[src/bfc_pkg.sv]
`default_nettype none

package bfc_pkg;

    // Field widths
    localparam int IDX_W      = 12;
    localparam int MAG_W      = 16;
    localparam int FREQ_W     = 24;
    localparam int SPACING_W  = 23;
    localparam int TPH_W      = 48;
    localparam int OUT_W      = 17;
    localparam int PHASE_W    = 32;
    localparam int FRAC_W     = PHASE_W - 2;

    // Datapath widths
    localparam int CENTER_W    = IDX_W + SPACING_W;
    localparam int OFFSET_W    = CENTER_W + 2;
    localparam int PROD_W      = 56;
    localparam int TPH_HALF_W  = TPH_W / 2;
    localparam int PP_W        = OFFSET_W + TPH_HALF_W + 1;
    localparam int RECIP_SHIFT = 24;
    localparam int RECIP_W     = RECIP_SHIFT + 1;
    localparam int SINE_W      = 16;

    // Configuration port
    localparam int CFG_INDEX_W = 1;
    localparam int CFG_DATA_W  = TPH_W;
    localparam logic [CFG_INDEX_W-1:0] CFG_BIN_SPACING  = 1'b0;
    localparam logic [CFG_INDEX_W-1:0] CFG_TURNS_PER_HZ = 1'b1;

    localparam logic [SPACING_W-1:0] BIN_SPACING_RST  = 23'd176400;
    localparam logic [TPH_W-1:0]     TURNS_PER_HZ_RST = 48'd409022986;

    // Parameter defaults
    localparam int MAX_BINS_DEF         = 4096;
    localparam int SINE_TABLE_DEPTH_DEF = 1024;

    // pi/2 in Q30
    localparam logic [63:0] HALF_PI_Q30 = 64'd1686629713;

    typedef struct packed {
        logic                     valid;
        logic [PHASE_W-1:0]       inc;
        logic signed [MAG_W-1:0]  mag;
    } bfc_item_t;

    typedef struct packed {
        logic                     valid;
        logic [PHASE_W-1:0]       phase;
        logic signed [MAG_W-1:0]  mag;
    } bfc_phase_t;

    // Quarter-wave entry: Taylor series to the t^11 term in Q30, rounded to Q15
    function automatic logic [SINE_W-1:0] sine_entry(input logic [63:0] t);
        logic [63:0]        tt;
        logic [63:0]        term;
        logic signed [63:0] sum;
        logic signed [63:0] s;
        tt   = (t * t) >> 30;
        term = t;
        sum  = $signed(t);
        term = ((term * tt) >> 30) / 64'd6;
        sum  = sum - $signed(term);
        term = ((term * tt) >> 30) / 64'd20;
        sum  = sum + $signed(term);
        term = ((term * tt) >> 30) / 64'd42;
        sum  = sum - $signed(term);
        term = ((term * tt) >> 30) / 64'd72;
        sum  = sum + $signed(term);
        term = ((term * tt) >> 30) / 64'd110;
        sum  = sum - $signed(term);
        if (sum < 64'sd0)
        begin
            sum = 64'sd0;
        end
        s = (sum + 64'sd16384) >>> 15;
        if (s > 64'sd32768)
        begin
            s = 64'sd32768;
        end
        return s[SINE_W-1:0];
    endfunction

endpackage

`default_nettype wire

[src/bfc_increment.sv]
`default_nettype none

module bfc_increment #(
    parameter int MAX_BINS = bfc_pkg::MAX_BINS_DEF
) (
    input  wire logic                                 clk,
    input  wire logic                                 rst_n,
    input  wire logic                                 en,
    input  wire logic                                 in_take,
    input  wire logic        [bfc_pkg::IDX_W-1:0]     bin_index,
    input  wire logic signed [bfc_pkg::MAG_W-1:0]     magnitude,
    input  wire logic signed [bfc_pkg::FREQ_W-1:0]    frequency,
    input  wire logic        [bfc_pkg::SPACING_W-1:0] bin_spacing,
    input  wire logic        [bfc_pkg::TPH_W-1:0]     turns_per_hz,
    output logic             [$clog2(MAX_BINS)-1:0]   rd_addr,
    output bfc_pkg::bfc_item_t                        item,
    output logic             [$clog2(MAX_BINS)-1:0]   item_slot
);

    localparam int ADDR_W = $clog2(MAX_BINS);
    localparam int IDX_W  = bfc_pkg::IDX_W;
    localparam int QP_W   = IDX_W + bfc_pkg::RECIP_W;
    localparam longint RECIP = (64'd1 << bfc_pkg::RECIP_SHIFT) / MAX_BINS;

    // Stage 1
    logic                              v1_reg;
    logic [IDX_W-1:0]                  idx1_reg;
    logic signed [bfc_pkg::MAG_W-1:0]  mag1_reg;
    logic signed [bfc_pkg::FREQ_W-1:0] freq1_reg;
    // Stage 2
    logic                              v2_reg;
    logic [bfc_pkg::CENTER_W-1:0]      center2_reg;
    logic [IDX_W-1:0]                  qest2_reg;
    logic [IDX_W-1:0]                  idx2_reg;
    logic signed [bfc_pkg::MAG_W-1:0]  mag2_reg;
    logic signed [bfc_pkg::FREQ_W-1:0] freq2_reg;
    // Stage 3
    logic                                v3_reg;
    logic signed [bfc_pkg::OFFSET_W-1:0] offset3_reg;
    logic [IDX_W-1:0]                    rem3_reg;
    logic signed [bfc_pkg::MAG_W-1:0]    mag3_reg;
    // Stage 4
    logic                              v4_reg;
    logic [bfc_pkg::PROD_W-1:0]        pplo4_reg;
    logic [bfc_pkg::PHASE_W-1:0]       pphi4_reg;
    logic [ADDR_W-1:0]                 slot4_reg;
    logic signed [bfc_pkg::MAG_W-1:0]  mag4_reg;
    // Stage 5
    logic                              v5_reg;
    logic [bfc_pkg::PHASE_W-1:0]       inc5_reg;
    logic [ADDR_W-1:0]                 slot5_reg;
    logic signed [bfc_pkg::MAG_W-1:0]  mag5_reg;

    logic [bfc_pkg::CENTER_W-1:0]        center2_next;
    logic [QP_W-1:0]                     qprod;
    logic signed [bfc_pkg::OFFSET_W-1:0] freq_ext;
    logic signed [bfc_pkg::OFFSET_W-1:0] center_ext;
    logic signed [bfc_pkg::OFFSET_W-1:0] offset3_next;
    logic [31:0]                         qm;
    logic [IDX_W-1:0]                    rem3_next;
    logic [31:0]                         rem_ext;
    logic [31:0]                         slot_full;
    logic [ADDR_W-1:0]                   slot3;
    logic signed [bfc_pkg::PP_W-1:0]     pp_lo_full;
    logic signed [bfc_pkg::PP_W-1:0]     pp_hi_full;
    logic [bfc_pkg::PROD_W-1:0]          prod4;
    logic [bfc_pkg::PROD_W-1:0]          rnd4;

    // Centre frequency and slot quotient estimate
    assign center2_next = bfc_pkg::CENTER_W'(idx1_reg) * bfc_pkg::CENTER_W'(bin_spacing);
    assign qprod        = QP_W'(idx1_reg) * QP_W'(RECIP);

    // Offset from centre; remainder is within one step of the true slot
    assign freq_ext     = bfc_pkg::OFFSET_W'(freq2_reg);
    assign center_ext   = $signed(bfc_pkg::OFFSET_W'(center2_reg));
    assign offset3_next = freq_ext - center_ext;
    assign qm           = 32'(qest2_reg) * 32'(MAX_BINS);
    assign rem3_next    = idx2_reg - qm[IDX_W-1:0];

    // Final slot correction and the two partial products of the increment
    assign rem_ext   = 32'(rem3_reg);
    assign slot_full = (rem_ext >= 32'(MAX_BINS)) ? (rem_ext - 32'(MAX_BINS)) : rem_ext;
    assign slot3     = slot_full[ADDR_W-1:0];
    assign rd_addr   = slot3;

    assign pp_lo_full = offset3_reg *
                        $signed({1'b0, turns_per_hz[bfc_pkg::TPH_HALF_W-1:0]});
    assign pp_hi_full = offset3_reg *
                        $signed({1'b0, turns_per_hz[bfc_pkg::TPH_W-1:bfc_pkg::TPH_HALF_W]});

    // Combine, round half up to Q32
    assign prod4 = pplo4_reg + {pphi4_reg, {bfc_pkg::TPH_HALF_W{1'b0}}};
    assign rnd4  = prod4 + (bfc_pkg::PROD_W'(1) << (bfc_pkg::TPH_HALF_W - 1));

    always_ff @(posedge clk or negedge rst_n)
    begin
        if (!rst_n)
        begin
            v1_reg <= 1'b0;
            v2_reg <= 1'b0;
            v3_reg <= 1'b0;
            v4_reg <= 1'b0;
            v5_reg <= 1'b0;
        end
        else if (en)
        begin
            v1_reg <= in_take;
            v2_reg <= v1_reg;
            v3_reg <= v2_reg;
            v4_reg <= v3_reg;
            v5_reg <= v4_reg;
        end
    end

    always_ff @(posedge clk)
    begin
        if (en)
        begin
            idx1_reg    <= bin_index;
            mag1_reg    <= magnitude;
            freq1_reg   <= frequency;

            center2_reg <= center2_next;
            qest2_reg   <= qprod[bfc_pkg::RECIP_SHIFT +: IDX_W];
            idx2_reg    <= idx1_reg;
            mag2_reg    <= mag1_reg;
            freq2_reg   <= freq1_reg;

            offset3_reg <= offset3_next;
            rem3_reg    <= rem3_next;
            mag3_reg    <= mag2_reg;

            pplo4_reg   <= pp_lo_full[bfc_pkg::PROD_W-1:0];
            pphi4_reg   <= pp_hi_full[bfc_pkg::PHASE_W-1:0];
            slot4_reg   <= slot3;
            mag4_reg    <= mag3_reg;

            inc5_reg    <= rnd4[bfc_pkg::PROD_W-1 -: bfc_pkg::PHASE_W];
            slot5_reg   <= slot4_reg;
            mag5_reg    <= mag4_reg;
        end
    end

    assign item      = '{valid: v5_reg, inc: inc5_reg, mag: mag5_reg};
    assign item_slot = slot5_reg;

endmodule

`default_nettype wire

[config.mk]
export PLATFORM = sky130hd
export DESIGN_NAME = bfc_increment
export DESIGN_NICKNAME = d
export VERILOG_FILES = /design/src/bfc_pkg.sv /design/src/bfc_increment.sv
export SDC_FILE = /design/constraint.sdc
export NUM_CORES = 2
export LEC_CHECK = 0
export ABC_CLOCK_PERIOD_IN_PS = 8600
export BUFFER_PORTS_ARGS = -buffer_cell sky130_fd_sc_hd__buf_2
export CORE_MARGIN = 2
export CORE_UTILIZATION = 35
export CTS_CLUSTER_SIZE = 10
export DETAILED_ROUTE_END_ITERATION = 10
export SYNTH_ARGS = -nofsm -noshare
export SYNTH_HDL_FRONTEND = slang
export SYNTH_SLANG_ARGS = --single-unit
[constraint.sdc]
create_clock -name clk -period 8.6 [get_ports clk]
set_clock_uncertainty 0.2 [all_clocks]
set_input_delay 0.86 -clock clk [delete_from_list [all_inputs] [get_ports clk]]
set_output_delay 0.86 -clock clk [all_outputs]
set_load 0.05 [all_outputs]
==> results by group <==
Run status
  • Run status: finished, final reports clean

Timing
  • Worst Tran Pin Value: 1190 ps
  • Portion of the clock cycle consumed by the worst path in the final layout: 95.63%
  • Unrepaired setup endpoints after global routing: no
  • Final hold slack: 185.7 ps
  • Final Hold Viols: 0
  • Post-layout minimum cycle time: 8224 ps
  • Remaining max-slew budget at the tightest pin: 20.68%
  • Slew Limit Fails: 0
  • Setup-failing EPs final: 0
  • Setup tns final: 0 ps
  • Achievable Freq: 121.6 MHz

Floorplanning
  • Die width: 439.1 microns
  • I/O pin cnt: 200
  • CORE AREA: 0.1880 sq mm
  • Die span in y: 439.1 microns
  • Standard-cell row count: 159
  • Full die area: 0.1928 sq mm
  • Starting Density: 35.25%

Synthesis
  • Asr flop ratio synth: 1.381%
  • Compound-Gate Fraction of Synth Area: 4.148%
  • Adder-cell share of the synthesized area: 50.84%
  • Synthesized netlist net count: 8650
  • Dominant synthesized flop cell: edfxtp_1
  • Multiplexer area fraction after synthesis: 0.08496%
  • Avg Cell Area, Syn: 9.902 sq um
  • Post-synth design cell area: 0.06627 sq mm
  • Count of cell types in the netlist: 71
  • Warning count from the yosys run: 0
  • Post-synthesis sequential element count: 362
  • Number of instances in the synthesized netlist: 6692
  • Synthesized-area fraction occupied by xor and xnor cells: 2.815%
  • Share of synthesized area occupied by flip-flops and latches: 16.37%
  • Post-synth EDFFs: 357
  • Dominant combinational cell family by area after synthesis: adder cells
  • Simple logic cell fraction of the synthesized area: 14.72%

Layout
  • Count of nets after finishing: 8748
  • Count of placed standard cells in the final layout, fillers left out: 9315
  • Post-layout instance area: 0.07224 sq mm
  • Fraction of layout cells with a size suffix above 1: 6.765%
  • Area of the multi-input gates: 0.04811 sq mm
  • Layout overhead on the synthesized area: 9.020%
  • Max reg flops: 37
  • FF+latch area: 0.01085 sq mm
  • Fillers: 18650

Placed design
  • Final HPWL from detailed placement: 143200 microns
  • Number of buffers added on ports: 199
  • GPL Wtd Cong: 0.9182
  • Instance area at placement: 0.07067 sq mm
  • # placed instances: 9234

Worst setup path
  • Class of the most critical setup path: reg -> reg
  • Maximum fanout along the worst path: 16
  • Type of destination of the critical path: register
  • Worst endpoint data arrival time: 8430 ps
  • Depth of the worst register-to-register path: 25
  • Worst reg-to-reg setup slack: 380 ps
  • Most frequent CP cell: fa_1
  • Critical Path Source Type: register
  • Required @ worst endpoint: 8810 ps
  • Crit path max-delay cell type: edfxtp_1
  • Worst reg2reg path endpoint: pplo4_reg[55]
  • Worst reg2reg path startpoint: offset3_reg[10]
  • Delay of the slowest cell on the worst path: 1140 ps

Clocking
  • H-tree levels: 2
  • CTS sink count: 362
  • Root Driver: clkbuf_16
  • Number of buffers created by CTS: 48
  • Post-cts repair resize count: 0
  • Clock latency of the later-clocked register in the worst-skew pair: 690 ps
  • CTS tree: built
  • Setup Buffers After CTS: 0
  • Worst-path clk slew: 60 ps
  • Bufs on Longest Clock Path: 3

Global routing
  • First-pass GRT wire length: 288700 microns
  • Vias in the first global route: 50160
  • Overflow left after global routing: 0
  • Largest net degree at the start of global routing: 147
  • Global Route Usage Sum: 19.45%
  • Antenna violations before repair: 24

Routing
  • DRC violation count after routing: 0
  • Number of vias per cell: 4.810
  • Vias post-DR: 44800
  • Remaining antenna violation count after routing: 0
  • Wire length per cell after detailed routing: 19.48 microns
  • Number of detailed-route iterations in the first pass: 6
  • Final Routed Wirelength: 181500 microns
  • Violation count after the first detailed-route iteration: 2830

Run
  • Count of maximum capacitance violations: 0

Min path
  • Worst hold path stage count: 1
  • End point of the most critical hold path: freq1_reg[1]
  • Min-Delay Path Class: in -> reg
  • Worst Hold Launch: frequency[1]
[area by class of cell]
type | count | area share (%)
Multi-Input combinational cell | 4387 | 66.60
Sequential cell | 362 | 15.01
Inverter | 1621 | 8.422
Tap cell | 2495 | 4.321
Timing Repair Buffer | 370 | 3.485
Clock buffer | 55 | 1.699
Clock inverter | 19 | 0.4399
Antenna cell | 6 | 0.02078
[cell families (layout without fill, tap and decap cells)]
group | Yosys count | in the layout
buffers and inverters | 1943 | 2065
flip-flops | 362 | 362
other | 0 | 6
AO/OA/AOI/OAI | 421 | 421
multiplexers | 5 | 5
XOR/XNOR | 213 | 213
AND/OR/NAND/NOR | 1917 | 1917
adder cells (fa/ha/maj) | 1831 | 1831
[critical path, delay by kind of cell (launching register included)]
family	cells	cell delay [ps]
xor+xnor	1	70
fa+ha+maj	8	3800
compound gates	8	1810
buf+inv	5	670
flops	1	1140
simple gates	3	280
[Yosys cell counts, drive strengths merged (5+ instances only)]
cell / instances / area, sq um
nand2: 810 / 3040
fa: 1436 / 28750
o31ai: 8 / 60.06
buf: 5 / 32.53
a21oi: 135 / 701.9
nand4: 19 / 118.9
xnor2: 161 / 1410
and4: 5 / 43.79
edfxtp: 357 / 10720
nor2b: 23 / 143.9
clkbuf: 317 / 1190
a211oi: 14 / 110.1
and3: 20 / 125.1
o21ai: 66 / 334.1
dfrtp: 5 / 125.1
a31oi: 19 / 118.9
ha: 395 / 4942
nand3: 31 / 155.2
o21a: 23 / 172.7
o21bai: 22 / 165.2
o211ai: 9 / 67.56
inv: 1621 / 6085
nor2: 67 / 254.0
a21o: 74 / 555.5
nor3: 22 / 110.1
a21boi: 6 / 45.05
a211o: 7 / 61.31
xor2: 52 / 455.4
nand2b: 14 / 87.58
and2: 893 / 5589
mux2: 5 / 56.30
or2: 9 / 56.31
[cells in the final DEF (no fill, tap or decap), types with 52 or more instances in the layout]
cell         n
buf_2      198
nor2_1      66
ha_1       395
xor2_1      52
a21o_1      74
edfxtp_1   357
xnor2_1    161
buf_4      152
inv_1     1621
fa_1      1436
and2_1     892
a21oi_1    130
nand2_1    810
o21ai_0     52
[layer usage]
metal	GRT usage (%)	share of wire, %	vias to the layer above
li1	-	-	19840
met1	25.55	42	23100
met2	32.59	47	1521
met3	3.611	7.8	328
met4	5.803	3.0	16
met5	0	0.057	-
[repair_timing]
item	in CTS	in global routing
hold endpoints to repair	5	0
hold buffers	1	0
setup endpoints to repair	0	0
[metrics by stage]
stage	util [%]	worst slack, ps
6_report	38.43	375.7
5_1_grt	38.42	56.06
4_1_cts	38.42	370.5
3_5_place_dp	37.59	173.6
3_3_place_gp	37.59	160.4
2_1_floorplan	-	829.9
[how the worst max path moves through the flow]
stage | cells after the start | to | startpoint
after floorplan | 27 | pplo4_reg[55] | turns_per_hz[2]
after global placement | 27 | pplo4_reg[55] | turns_per_hz[3]
after detailed placement | 27 | pplo4_reg[55] | turns_per_hz[3]
after CTS | 25 | pplo4_reg[50] | offset3_reg[10]
after global routing | 24 | pplo4_reg[50] | offset3_reg[10]
final | 25 | pplo4_reg[55] | offset3_reg[10]
Power is left out: the tool's default activity adds up to more than one toggle a clock period on the data nets, which glitch-free logic cannot reach.
